**src/rtl/core/ks_pkg.sv**
```systemverilog
package ks_pkg;

   // Port payload widths
   localparam int KEY_W = 16;

   // Input item codes
   localparam logic ACT_LOAD = 1'b0;
   localparam logic ACT_READ = 1'b1;

   // Top-level control sequence
   typedef enum logic [1:0] {
      ST_IDLE,
      ST_SORT,
      ST_FETCH,
      ST_PUSH
   } top_state_type;

   // Heap sort sequencer
   typedef enum logic [2:0] {
      SS_IDLE,
      SS_RD_ROOT,
      SS_RV,
      SS_LC,
      SS_RC,
      SS_CMP,
      SS_EX_RD0,
      SS_EX_SWAP
   } sort_state_type;

   // Key memory port enables
   typedef struct packed {
      logic rd;
      logic wr;
   } mem_en_type;

endpackage

```
**src/rtl/core/ks_req_if.sv**
```systemverilog
interface ks_req_if import ks_pkg::*; ();
   logic             valid;
   logic             ready;
   logic             action;
   logic [KEY_W-1:0] key;

   modport source (output valid, output action, output key, input ready);
   modport sink (input valid, input action, input key, output ready);
endinterface

```
**src/rtl/core/ks_rsp_if.sv**
```systemverilog
interface ks_rsp_if import ks_pkg::*; ();
   logic             valid;
   logic             ready;
   logic [KEY_W-1:0] sorted_key;
   logic             last;
   logic             empty_res;

   modport source (output valid, output sorted_key, output last, output empty_res, input ready);
   modport sink (input valid, input sorted_key, input last, input empty_res, output ready);
endinterface

```
**src/rtl/core/key_sort_engine.sv**
```systemverilog
// Key sort engine: collects keys and returns them in ascending order.
// req_if carries items: action load appends key to the store (ignored
// when CAPACITY keys are held or while a sorted list is being read out);
// action read returns the next sorted key on rsp_if. The first read after
// loading sorts the store in place with a heap sort run by a sequencer
// around one synchronous key memory (one read and one write per cycle).
// A load writes its key to the memory as it is taken. A read passes the
// fetch and push states; the first read after loading two or more keys
// sorts first: left child read, right child read and compare per level.
// rsp_if marks the final key with last; a read with nothing left answers
// empty_res with sorted_key and last at zero and clears the block for a
// new load. A result waits in the output register while the receiver
// stalls; loads are still taken, and a read finishes its memory work and
// then holds until the output register frees. Reset empties the store,
// drops the output register's valid flag and returns all control to idle.
module key_sort_engine import ks_pkg::*; #(
   parameter int CAPACITY = 128,
   parameter int KEY_BITS = 16
) (
   input  logic      clock,
   input  logic      reset,
   ks_req_if.sink    req_if,
   ks_rsp_if.source  rsp_if
);

   localparam int IDX_W = $clog2(CAPACITY);
   localparam int CNT_W = $clog2(CAPACITY + 1);

   top_state_type       state_ff, state_in;
   logic [CNT_W-1:0]    load_count_ff, load_count_in;
   logic [CNT_W-1:0]    read_index_ff, read_index_in;
   logic                is_sorted_ff, is_sorted_in;
   logic                empty_ff, empty_in;
   logic                last_ff, last_in;
   logic                rsp_valid_ff, rsp_valid_in;
   logic [KEY_W-1:0]    rsp_key_ff, rsp_key_in;
   logic                rsp_last_ff, rsp_last_in;
   logic                rsp_empty_ff, rsp_empty_in;

   logic                req_fire, do_load, do_read, need_sort, out_free;
   logic                fetch_empty;

   mem_en_type          sort_en, top_en, mem_en;
   logic [IDX_W-1:0]    sort_rd_addr, sort_wr_addr, top_rd_addr;
   logic [IDX_W-1:0]    mem_rd_addr, mem_wr_addr;
   logic [KEY_BITS-1:0] sort_wr_data, mem_wr_data, mem_rd_data;
   logic                sort_start, sort_done;

   // Handshake
   assign req_if.ready      = (state_ff == ST_IDLE);
   assign req_fire          = req_if.valid && req_if.ready;
   assign do_load           = req_fire && (req_if.action == ACT_LOAD) && !is_sorted_ff
                              && (load_count_ff < CNT_W'(CAPACITY));
   assign do_read           = req_fire && (req_if.action == ACT_READ);
   assign need_sort         = !is_sorted_ff && (load_count_ff >= CNT_W'(2));
   assign sort_start        = do_read && need_sort;
   assign fetch_empty       = !(read_index_ff < load_count_ff);
   assign out_free          = !rsp_valid_ff || rsp_if.ready;

   assign rsp_if.valid      = rsp_valid_ff;
   assign rsp_if.sorted_key = rsp_key_ff;
   assign rsp_if.last       = rsp_last_ff;
   assign rsp_if.empty_res  = rsp_empty_ff;

   // Next state
   always_comb begin
      state_in = state_ff;
      case (state_ff)
         ST_IDLE:  if (do_read) state_in = need_sort ? ST_SORT : ST_FETCH;
         ST_SORT:  if (sort_done) state_in = ST_FETCH;
         ST_FETCH: state_in = ST_PUSH;
         ST_PUSH:  if (out_free) state_in = ST_IDLE;
         default:  state_in = ST_IDLE;
      endcase
   end

   // Counters, memory requests and the output register
   always_comb begin
      load_count_in = load_count_ff;
      read_index_in = read_index_ff;
      is_sorted_in  = is_sorted_ff;
      empty_in      = empty_ff;
      last_in       = last_ff;
      top_en        = '0;
      top_rd_addr   = read_index_ff[IDX_W-1:0];
      rsp_valid_in  = rsp_valid_ff && !rsp_if.ready;
      rsp_key_in    = rsp_key_ff;
      rsp_last_in   = rsp_last_ff;
      rsp_empty_in  = rsp_empty_ff;
      case (state_ff)
         ST_IDLE: begin
            if (do_load) begin
               top_en.wr     = 1'b1;
               load_count_in = load_count_ff + CNT_W'(1);
            end
            if (do_read) begin
               is_sorted_in = 1'b1;
            end
         end
         ST_FETCH: begin
            empty_in  = fetch_empty;
            last_in   = (read_index_ff + CNT_W'(1)) == load_count_ff;
            top_en.rd = !fetch_empty;
         end
         ST_PUSH: begin
            if (out_free) begin
               rsp_valid_in = 1'b1;
               rsp_empty_in = empty_ff;
               if (empty_ff) begin
                  rsp_key_in    = '0;
                  rsp_last_in   = 1'b0;
                  load_count_in = '0;
                  read_index_in = '0;
                  is_sorted_in  = 1'b0;
               end else begin
                  rsp_key_in    = KEY_W'(mem_rd_data);
                  rsp_last_in   = last_ff;
                  read_index_in = read_index_ff + CNT_W'(1);
               end
            end
         end
         default: begin
         end
      endcase
   end

   // Hand the memory to the sorter while it runs
   always_comb begin
      if (state_ff == ST_SORT) begin
         mem_en      = sort_en;
         mem_rd_addr = sort_rd_addr;
         mem_wr_addr = sort_wr_addr;
         mem_wr_data = sort_wr_data;
      end else begin
         mem_en      = top_en;
         mem_rd_addr = top_rd_addr;
         mem_wr_addr = load_count_ff[IDX_W-1:0];
         mem_wr_data = KEY_BITS'(req_if.key);
      end
   end

   always_ff @(posedge clock) begin
      if (reset) begin
         state_ff      <= ST_IDLE;
         load_count_ff <= '0;
         read_index_ff <= '0;
         is_sorted_ff  <= 1'b0;
         rsp_valid_ff  <= 1'b0;
      end else begin
         state_ff      <= state_in;
         load_count_ff <= load_count_in;
         read_index_ff <= read_index_in;
         is_sorted_ff  <= is_sorted_in;
         rsp_valid_ff  <= rsp_valid_in;
      end
      empty_ff     <= empty_in;
      last_ff      <= last_in;
      rsp_key_ff   <= rsp_key_in;
      rsp_last_ff  <= rsp_last_in;
      rsp_empty_ff <= rsp_empty_in;
   end

   ks_key_ram #(
      .DEPTH (CAPACITY),
      .WIDTH (KEY_BITS)
   ) u_key_ram (
      .clock   (clock),
      .en      (mem_en),
      .rd_addr (mem_rd_addr),
      .rd_data (mem_rd_data),
      .wr_addr (mem_wr_addr),
      .wr_data (mem_wr_data)
   );

   ks_heap_sorter #(
      .CAPACITY (CAPACITY),
      .KEY_BITS (KEY_BITS)
   ) u_heap_sorter (
      .clock   (clock),
      .reset   (reset),
      .start   (sort_start),
      .count   (load_count_ff),
      .done    (sort_done),
      .mem_en  (sort_en),
      .rd_addr (sort_rd_addr),
      .rd_data (mem_rd_data),
      .wr_addr (sort_wr_addr),
      .wr_data (sort_wr_data)
   );

`ifndef SYNTH
   a_count_bound: assert property (@(posedge clock) disable iff (reset)
      load_count_ff <= CNT_W'(CAPACITY))
      else $error("load count above capacity");

   a_index_bound: assert property (@(posedge clock) disable iff (reset)
      read_index_ff <= load_count_ff)
      else $error("read index past load count");

   a_unsorted_index: assert property (@(posedge clock) disable iff (reset)
      !is_sorted_ff |-> read_index_ff == '0)
      else $error("read index nonzero while unsorted");

   a_done_in_sort: assert property (@(posedge clock) disable iff (reset)
      sort_done |-> state_ff == ST_SORT)
      else $error("sorter finished outside sort phase");

   a_empty_result: assert property (@(posedge clock) disable iff (reset)
      (rsp_valid_ff && rsp_empty_ff) |-> (rsp_key_ff == '0) && !rsp_last_ff)
      else $error("empty result carries a key");

   a_no_load_sorted: assert property (@(posedge clock) disable iff (reset)
      (is_sorted_ff && state_ff == ST_IDLE) |=> load_count_ff == $past(load_count_ff))
      else $error("key stored during read-out");
`endif

endmodule

```
**src/rtl/core/ks_key_ram.sv**
```systemverilog
module ks_key_ram import ks_pkg::*; #(
   parameter int DEPTH = 128,
   parameter int WIDTH = 16,
   localparam int AW   = $clog2(DEPTH)
) (
   input  logic             clock,
   input  mem_en_type       en,
   input  logic [AW-1:0]    rd_addr,
   output logic [WIDTH-1:0] rd_data,
   input  logic [AW-1:0]    wr_addr,
   input  logic [WIDTH-1:0] wr_data
);

   logic [WIDTH-1:0] mem [DEPTH];

   // Read returns the old entry when the same address is written
   always_ff @(posedge clock) begin
      if (en.rd) begin
         rd_data <= mem[rd_addr];
      end
      if (en.wr) begin
         mem[wr_addr] <= wr_data;
      end
   end

endmodule

```
**src/rtl/core/ks_heap_sorter.sv**
```systemverilog
module ks_heap_sorter import ks_pkg::*; #(
   parameter int CAPACITY = 128,
   parameter int KEY_BITS = 16,
   localparam int IDX_W   = $clog2(CAPACITY),
   localparam int CNT_W   = $clog2(CAPACITY + 1)
) (
   input  logic                clock,
   input  logic                reset,
   input  logic                start,
   input  logic [CNT_W-1:0]    count,
   output logic                done,
   output mem_en_type          mem_en,
   output logic [IDX_W-1:0]    rd_addr,
   input  logic [KEY_BITS-1:0] rd_data,
   output logic [IDX_W-1:0]    wr_addr,
   output logic [KEY_BITS-1:0] wr_data
);

   localparam int CW = IDX_W + 2;

   sort_state_type      state_ff, state_in;
   logic                extract_ff, extract_in;
   logic [IDX_W-1:0]    cnt_ff, cnt_in;
   logic [IDX_W-1:0]    root_ff, root_in;
   logic [CNT_W-1:0]    size_ff, size_in;
   logic [KEY_BITS-1:0] rv_ff, rv_in;
   logic [KEY_BITS-1:0] lv_ff, lv_in;

   logic [CW-1:0]       lc_idx, rc_idx, size_ext;
   logic                has_lc, has_rc;
   logic                lc_gt, rc_win, move;
   logic [KEY_BITS-1:0] big_val;
   logic                sift_end;
   sort_state_type      after_sift;

   // Child positions of the current hole
   assign lc_idx   = {1'b0, root_ff, 1'b1};
   assign rc_idx   = lc_idx + CW'(1);
   assign size_ext = CW'(size_ff);
   assign has_lc   = lc_idx < size_ext;
   assign has_rc   = rc_idx < size_ext;

   // Pick the largest of the sifting key and its children
   assign lc_gt   = lv_ff > rv_ff;
   assign big_val = lc_gt ? lv_ff : rv_ff;
   assign rc_win  = has_rc && (rd_data > big_val);
   assign move    = lc_gt || rc_win;

   assign sift_end = ((state_ff == SS_LC) && !has_lc) || ((state_ff == SS_CMP) && !move);

   // Task that follows a finished sift
   always_comb begin
      if (!extract_ff) begin
         after_sift = (cnt_ff == '0) ? SS_EX_RD0 : SS_RD_ROOT;
      end else begin
         after_sift = (cnt_ff == IDX_W'(1)) ? SS_IDLE : SS_EX_RD0;
      end
   end

   // Next state
   always_comb begin
      state_in = state_ff;
      case (state_ff)
         SS_IDLE:    if (start) state_in = SS_RD_ROOT;
         SS_RD_ROOT: state_in = SS_RV;
         SS_RV:      state_in = SS_LC;
         SS_LC:      state_in = has_lc ? SS_RC : after_sift;
         SS_RC:      state_in = SS_CMP;
         SS_CMP:     state_in = move ? SS_LC : after_sift;
         SS_EX_RD0:  state_in = SS_EX_SWAP;
         SS_EX_SWAP: state_in = SS_RV;
         default:    state_in = SS_IDLE;
      endcase
   end

   // Memory accesses and counters
   always_comb begin
      extract_in = extract_ff;
      cnt_in     = cnt_ff;
      root_in    = root_ff;
      size_in    = size_ff;
      rv_in      = rv_ff;
      lv_in      = lv_ff;
      mem_en     = '0;
      rd_addr    = root_ff;
      wr_addr    = root_ff;
      wr_data    = rv_ff;
      done       = 1'b0;
      case (state_ff)
         SS_IDLE: begin
            if (start) begin
               extract_in = 1'b0;
               size_in    = count;
               cnt_in     = IDX_W'((count >> 1) - CNT_W'(1));
               root_in    = IDX_W'((count >> 1) - CNT_W'(1));
            end
         end
         SS_RD_ROOT: begin
            mem_en.rd = 1'b1;
         end
         SS_RV: begin
            rv_in = rd_data;
         end
         SS_LC: begin
            if (has_lc) begin
               mem_en.rd = 1'b1;
               rd_addr   = lc_idx[IDX_W-1:0];
            end
         end
         SS_RC: begin
            lv_in = rd_data;
            if (has_rc) begin
               mem_en.rd = 1'b1;
               rd_addr   = rc_idx[IDX_W-1:0];
            end
         end
         SS_CMP: begin
            if (move) begin
               // Move the larger child up into the hole
               mem_en.wr = 1'b1;
               wr_data   = rc_win ? rd_data : lv_ff;
               root_in   = rc_win ? rc_idx[IDX_W-1:0] : lc_idx[IDX_W-1:0];
            end
         end
         SS_EX_RD0: begin
            mem_en.rd = 1'b1;
            rd_addr   = '0;
         end
         SS_EX_SWAP: begin
            // Park the maximum at the end, pick up the displaced key
            mem_en.rd = 1'b1;
            mem_en.wr = 1'b1;
            rd_addr   = cnt_ff;
            wr_addr   = cnt_ff;
            wr_data   = rd_data;
            root_in   = '0;
            size_in   = CNT_W'(cnt_ff);
         end
         default: begin
         end
      endcase

      // Drop the sifting key into its final place, then advance
      if (sift_end) begin
         mem_en.wr = 1'b1;
         wr_addr   = root_ff;
         wr_data   = rv_ff;
         if (!extract_ff) begin
            if (cnt_ff == '0) begin
               extract_in = 1'b1;
               cnt_in     = IDX_W'(size_ff - CNT_W'(1));
            end else begin
               cnt_in  = cnt_ff - IDX_W'(1);
               root_in = cnt_ff - IDX_W'(1);
            end
         end else begin
            if (cnt_ff == IDX_W'(1)) begin
               done = 1'b1;
            end else begin
               cnt_in = cnt_ff - IDX_W'(1);
            end
         end
      end
   end

   always_ff @(posedge clock) begin
      if (reset) begin
         state_ff <= SS_IDLE;
      end else begin
         state_ff <= state_in;
      end
      extract_ff <= extract_in;
      cnt_ff     <= cnt_in;
      root_ff    <= root_in;
      size_ff    <= size_in;
      rv_ff      <= rv_in;
      lv_ff      <= lv_in;
   end

endmodule
```
**src/flat_wrapper.sv**
```systemverilog
// flat-port wrapper written by rule: the top's interface ports become plain ports
module key_sort_engine_flat import ks_pkg::*;
#(
   parameter int CAPACITY = 128,
   parameter int KEY_BITS = 16
)
  (clock, reset, req_if_valid, req_if_action, req_if_key, req_if_ready, rsp_if_valid, rsp_if_sorted_key, rsp_if_last, rsp_if_empty_res, rsp_if_ready);
  ks_req_if req_if_i ();
  ks_rsp_if rsp_if_i ();
  input  logic clock;
  input  logic reset;
  input wire logic [$bits(req_if_i.valid)-1:0] req_if_valid;
  input wire logic [$bits(req_if_i.action)-1:0] req_if_action;
  input wire logic [$bits(req_if_i.key)-1:0] req_if_key;
  output wire logic [$bits(req_if_i.ready)-1:0] req_if_ready;
  output wire logic [$bits(rsp_if_i.valid)-1:0] rsp_if_valid;
  output wire logic [$bits(rsp_if_i.sorted_key)-1:0] rsp_if_sorted_key;
  output wire logic [$bits(rsp_if_i.last)-1:0] rsp_if_last;
  output wire logic [$bits(rsp_if_i.empty_res)-1:0] rsp_if_empty_res;
  input wire logic [$bits(rsp_if_i.ready)-1:0] rsp_if_ready;
  assign req_if_i.valid = req_if_valid;
  assign req_if_i.action = req_if_action;
  assign req_if_i.key = req_if_key;
  assign req_if_ready = req_if_i.ready;
  assign rsp_if_valid = rsp_if_i.valid;
  assign rsp_if_sorted_key = rsp_if_i.sorted_key;
  assign rsp_if_last = rsp_if_i.last;
  assign rsp_if_empty_res = rsp_if_i.empty_res;
  assign rsp_if_i.ready = rsp_if_ready;
  key_sort_engine #(.CAPACITY(CAPACITY), .KEY_BITS(KEY_BITS)) u_core (.clock(clock), .reset(reset), .req_if(req_if_i), .rsp_if(rsp_if_i));
endmodule
```
**config.mk**
```make
export PLATFORM = sky130hd
export DESIGN_NAME = key_sort_engine_flat
export DESIGN_NICKNAME = d
export VERILOG_FILES = /design/src/rtl/core/ks_pkg.sv /design/src/rtl/core/ks_req_if.sv /design/src/rtl/core/ks_rsp_if.sv /design/src/rtl/core/key_sort_engine.sv /design/src/rtl/core/ks_key_ram.sv /design/src/rtl/core/ks_heap_sorter.sv /design/src/flat_wrapper.sv
export SDC_FILE = /design/constraint.sdc
export NUM_CORES = 2
export LEC_CHECK = 0
export BUFFER_PORTS_ARGS = -buffer_cell sky130_fd_sc_hd__buf_4
export CAP_MARGIN = 15
export CORE_ASPECT_RATIO = 1.75
export CORE_MARGIN = 2
export CORE_UTILIZATION = 40
export CTS_BUF_LIST = sky130_fd_sc_hd__clkbuf_16
export CTS_CLUSTER_DIAMETER = 50
export CTS_CLUSTER_SIZE = 28
export DETAILED_ROUTE_END_ITERATION = 8
export SYNTH_ARGS = -nofsm -noshare
export SYNTH_HDL_FRONTEND = slang
export SYNTH_SLANG_ARGS = --single-unit
```
**constraint.sdc**
```tcl
create_clock -name clock -period 10.65 [get_ports clock]
set_clock_uncertainty 0.05 [all_clocks]
set_input_delay 1.065 -clock clock [delete_from_list [all_inputs] [get_ports clock]]
set_output_delay 1.065 -clock clock [all_outputs]
set_load 0.05 [all_outputs]
```
Yosys cells after proc, flatten, opt, wreduce, memory -nomap -nowiden
Memories as Yosys holds them, arrays and structs flattened. A register that Yosys moved wholly into a read port is not among the register bits.
Index checks and enable logic that the tools add are counted.
{"block": "totals", "ram_bits": 2048, "out_inout_bits": 20, "n_memories": 1, "regBits": 98, "input_bits": 21, "elab_cells": 153}
{"block": "op_classes", "n_eq_ne": 18, "n_reduce_logical": 32, "add_sub_neg": 6, "n_mux": 71, "magnitude_cmp": 7, "bitwise": 1}
{"memory": "u_core.u_key_ram.mem", "words": 128, "word_bits": 16, "rd": 1, "rd_clocked_by_memory_dff": 1, "write_ports": 1, "line_no": "ks_key_ram.sv:14", "source": "logic [WIDTH-1:0] mem [DEPTH];"}
{"cell": "7-bit 2-to-1 mux", "count": 18}
{"cell": "16-bit 2-to-1 mux", "count": 5}
{"cell": "8-bit 2-to-1 mux", "count": 5}
{"cell": "16-bit > comparator", "count": 2}
{"cell": "16-bit one-hot mux with 2 select lines", "count": 1}
{"cell": "8-bit one-hot mux with 2 select lines", "count": 2}
{"cell": "7-bit one-hot mux with 4 select lines", "count": 1}
{"cell": "1-bit 2-to-1 mux", "count": 22}
{"cell": "3-bit one-hot mux with 7 select lines", "count": 1}
{"cell": "7-bit one-hot mux with 3 select lines", "count": 1}
{"cell": "7-bit by 1-bit subtractor with 7-bit output, second input constant", "count": 3}
{"cell": "3-bit 2-to-1 mux", "count": 6}
{"cell": "8-bit by 1-bit adder with 8-bit output, second input constant", "count": 2}
{"cell": "8-bit less-than comparator", "count": 2}
{"cell": "3-bit == test, second input constant", "count": 4}
{"cell": "1-bit logical AND", "count": 11}
{"cell": "2-bit 2-to-1 mux", "count": 5}
{"cell": "8-bit by 1-bit adder with 9-bit output, second input constant", "count": 1}
{"cell": "9-bit by 8-bit less-than comparator with 1-bit output", "count": 1}
{"cell": "8-bit == test", "count": 1}
{"cell": "8-bit by 2-bit >= comparator with 1-bit output, second input constant", "count": 1}
{"cell": "8-bit less-than comparator, second input constant", "count": 1}
{"cell": "2-bit by 1-bit != test with 1-bit output, second input constant", "count": 4}
{"cell": "2-bit one-hot mux with 4 select lines", "count": 1}
{"cell": "20 further kinds", "count": 34}

Longest topological paths before layout
{"block": "logic_depth", "depth_word": 12, "ltp_mapped": 22, "depth_no_buf": 20}

Cells and area by module
From an unflattened synthesis, not the netlist that was laid out.
{"block": "hier_totals", "hier_cells": 3907, "area_unflattened_um2": 86042.5}
{"mod": "ks_key_ram", "cells_per_inst": 3086, "seq_area_each_um2": 61979.4, "instances": 1, "area_each_um2": 78683.0}
{"mod": "ks_heap_sorter", "cells_per_inst": 552, "seq_area_each_um2": 1561.5, "instances": 1, "area_each_um2": 4799.6}
{"mod": "key_sort_engine", "cells_per_inst": 269, "seq_area_each_um2": 1001.0, "instances": 1, "area_each_um2": 2560.0}

Least setup slack after synthesis
OpenSTA, ideal clock, no wires.
{"block": "synth_timing", "path_type": "register to register", "from": "reg u_core.u_heap_sorter.rv_ff[9]", "to": "mem u_core.u_key_ram.mem[0][0], data pin", "path_stages_with_launch": 21, "synth_period_minus_slack_ns": 8.673, "required_time_ns": 9.727, "arrival_ns": 7.750, "path_slack_ns": 1.977, "n_path_buf": 3, "setup_time_ns": 0.873, "cell_sequence": "edfxtp_1 > inv_1 > ha_1 > a21o_1 > a21o_1 > a21o_1 > a21oi_1 > o21ai_0 > o21ai_1 > buf_2 > buf_2 > mux2i_1 > ha_1 > a2111oi_0 > o31ai_1 > o31ai_2 > and3_1 > or2_2 > clkbuf_1 > a211oi_1 > o2bb2ai_1"}
{"block": "synth_between", "elab_chain_cells": 10, "elab_cells_between_ends": 13, "cone_classes": "order compare (2); mux (6); reduce/logical (5)"}
{"item": "from (decl)", "line_no": "ks_heap_sorter.sv:26", "source": "logic [KEY_BITS-1:0] rv_ff, rv_in;"}
{"item": "from (signal assigned)", "line_no": "ks_heap_sorter.sv:176", "source": "rv_ff <= rv_in;"}
{"item": "parallel branches: the longest is 8 deep, another holds 16-bit > comparator"}
{"item": "16-bit 2-to-1 mux (*)", "line_no": "ks_heap_sorter.sv:144", "source": "if (sift_end) begin"}
{"item": "16-bit 2-to-1 mux (*)", "line_no": "key_sort_engine.sv:129", "source": "if (state_ff == ST_SORT) begin"}
{"item": "net u_core.mem_wr_data[0]", "line_no": "key_sort_engine.sv:46", "source": "logic [KEY_BITS-1:0] sort_wr_data, mem_wr_data, mem_rd_data;"}
{"item": "to (decl)", "line_no": "ks_key_ram.sv:14"}
Mark *: on every way through the listed nets, which the timed path passes.

Worst setup path after layout
{"block": "layout_timing", "from": "reg u_core.u_heap_sorter.rv_ff[9]", "to": "mem u_core.u_key_ram.mem[120][5], data pin"}
The elaborated chain is that of the path after synthesis.

==> reports/qor.txt <==
Outcome -> completed
EDFF count, synth -> 2124
Worst setup EP type -> register
Switching power -> 9960 uW
Met3 Use GR -> 2.82%
Worst vdd ir -> 0.248 mV
Final period util -> 70.2%
Minimum clock period -> 7480 ps
DIE AREA -> 231000 um^2
Clock Root Buffer -> clkbuf_16
Syn_nets -> 6147
Yosys Warn Count -> 0
Wire per inst -> 28.6 um
Via density -> 5.81
Met2 Track Usage GR -> 40.4%
Die height -> 634 um
Fin Setup TNS -> 0 ps
CTS H-tree lvls -> 3
Non-Filler Instances -> 9204
Cells after Synth -> 6059
Largest net degree at the start of global routing -> 134
Crit path max fanout -> 53
First-pass GRT wire length -> 377000 um
Yosys reg bits -> 2162
Max Fclk -> 134 MHz
Slew HR -> 12.6%
Clock Power Share -> 21.4%
Final WL -> 263000 um
P&R area growth vs syn -> 9.50%
Worst Path Class, Setup -> reg2reg
Final net count -> 6155
Commonest non-fill, non-tap cells in the layout -> edfxtp_1 (2124), nand2_1 (806), mux2i_1 (740), buf_4 (274), nor2_1 (231)
Hold_buf cts -> 0
Port-buffer cells -> 40
CTS tree -> built
Synth Flop Type -> edfxtp_1
DRC -> 0
ANT nets after route -> 0
GP Congestion -> 0.911
Total number of vias -> 53500
RSZ-0062 raised after global routing -> no
Io pins -> 41
Grt total ovfl -> 0
Placed cell count -> 8974
Clock slew seen by the registers of the worst setup and hold paths -> 90 ps
Sequential area share after synthesis -> 71.2%
Die Span X -> 364 um
GRT busiest layer -> met2
Maximum clock insertion buffer count -> 3
Mean Syn Cell Area -> 15.0 um^2
CP Data Arrival Time -> 7900 ps
Met1 Use GR -> 25.4%
Vias in the first global route -> 52700
Clk Latency, worst-skew pair -> 790 ps
Core Area -> 226000 um^2
Pint -> 15500 uW
Cell Rows -> 231
GRT Util Overall -> 22.5%
Slew Limit Fails -> 0
PD cells -> 257 nW/um^2
Final hold vios -> 0
Initial antenna violation count -> 3
Synth unique cells -> 89
Cell area after synthesis -> 90600 um^2
Startpoint Class -> register
Initial Util -> 40.1%
Max Cap Viol -> 0
Net Sw Frac -> 39.1%
Cells resized by post-CTS repair -> 0
# Post-CTS Setup Buffers -> 0
Worst-Margin Slew -> 1290 ps
Asr flop ratio synth -> 0%
TritonCTS buffer count -> 119
DRT iter0 DRCs -> 5324
Number of clock sinks -> 2162
1st-pass router iterations -> 6
Commonest non-fill, non-tap cell in the layout -> edfxtp_1
Pleak -> 0.0343 uW
Final setup violating endpoints -> 0
Layout cell share with drive strength beyond 1 -> 10.4%
Logic pwr share -> 37.7%
Flop pwr share -> 40.9%
HPWL after DPL -> 158000 um
Data required time of the worst path -> 11070 ps
Hold Crit Class -> reg2reg
[synth_stat cells (22+ instances only)]
library cell,count,share of area [%]
a211oi_1,92,0.76
dfxtp_1,38,0.84
o311ai_0,24,0.23
nor2_1,242,1.0
mux2_2,28,0.35
buf_2,144,0.80
buf_4,50,0.41
a311o_1,38,0.42
nand3_1,200,1.1
ha_1,67,0.93
o2111ai_1,32,0.31
nor4_1,37,0.26
a311oi_1,83,0.80
clkbuf_1,144,0.60
edfxtp_1,2124,70
a221oi_1,76,0.73
mux2i_1,740,8.2
a2111oi_0,32,0.31
nand4_1,46,0.32
buf_6,53,0.66
a21oi_1,155,0.86
and2_0,22,0.15
o22ai_1,23,0.16
and3_1,97,0.67
a22oi_1,48,0.40
nor3_1,34,0.19
o21ai_0,79,0.44
xnor2_1,27,0.26
and2_1,85,0.59
a31oi_1,44,0.30
inv_1,51,0.21
nand2_1,806,3.3
nor2b_1,24,0.17
[final cells by class]
type	count	area, um^2
Fill cell	19700	126000
Tap cell	3029	3790
Antenna cell	4	10.0
Sequential cell	2162	64500
Clock buffer	119	2980
Timing Repair Buffer	293	2390
Multi-Input combinational cell	3440	24000
Clock inverter	106	1310
Inverter	51	191
[per-stage QoR]
stage / hold slack (ps) / instance area (um^2) / setup WS [ps] / utilization [%] / total power [uW]
finish: 496 / 99200 / 3170 / 44.0 / 25500
global route: 564 / 99200 / 2860 / 44.0 / 26400
CTS: 492 / 99200 / 3270 / 44.0 / 25600
detailed placement: 469 / 94900 / 3320 / 42.1 / 20200
global placement: 450 / 94900 / 3310 / 42.0 / 20100
floorplan: 374 / 90600 / 1980 / - / 17000
[sequential cells by signal (all words and copies together), names as in the netlist, 2 cells and up]
name and cells:
u_core.read_index_ff 8, u_core.u_heap_sorter.state_ff 3, u_core.u_heap_sorter.root_ff 7, u_core.u_heap_sorter.size_ff 8
u_core.state_ff 2, u_core.rsp_if.sorted_key 16, u_core.u_heap_sorter.cnt_ff 7, u_core.load_count_ff 8
u_core.u_heap_sorter.rv_ff 16, u_core.u_key_ram.mem 2048, u_core.u_heap_sorter.lv_ff 16, u_core.u_key_ram.rd_data 16
[critical path, cell delays in order (launching register included)]
cell       delay [ps]
edfxtp_1          390
inv_1              60
ha_1              320
a21o_1            170
a21o_1            170
a21o_1            170
a21oi_1           200
o21ai_0           200
o21ai_2           700
buf_4             370
mux2i_1           290
ha_1              280
nand4_1           150
nor3_1            100
a2111oi_0         510
o31ai_2           130
buf_4             220
o21bai_2          720
a211oi_1          260
o2bb2ai_4         900
buf_4             670
[power by group through the flow]
stage	clock [uW]	sequential (uW)	combinational (uW)
final	5450	10400	9610
after global routing	5820	10400	10100
after CTS	5530	10400	9630
after detailed placement	0	10600	9610
after global placement	0	10600	9470
after floorplan	0	10800	6210
[final timing paths]
| check | end | slack [ps] | startpoint | depth (start not counted) |
|---|---|---|---|---|
| min reg2reg | u_core.is_sorted_ff | 500 | u_core.is_sorted_ff | 2 |
| max | u_core.u_key_ram.mem[120][5] | 3170 | u_core.u_heap_sorter.rv_ff[9] | 20 |
| max reg2reg | u_core.u_key_ram.mem[120][5] | 3170 | u_core.u_heap_sorter.rv_ff[9] | 20 |
| min | u_core.is_sorted_ff | 500 | u_core.is_sorted_ff | 2 |
[layer usage]
metal,vias up,wire length (um)
met3,538,15500
met1,27500,92900
met2,2039,137000
li1,23400,-
met5,-,17
met4,2,17900
[cells by family after synthesis]
| family | after synthesis | share of synthesized area, % |
|---|---|---|
| DFF | 2162 | 71.2 |
| and+or+nand+nor | 1662 | 8.53 |
| AOI/OAI and AO/OA | 887 | 7.29 |
| muxes | 788 | 8.96 |
| buffers and inverters | 457 | 2.74 |
| adders and majority gates | 67 | 0.925 |
| xor gates and xnor gates | 36 | 0.348 |
(Power assumes the default switching activity.)
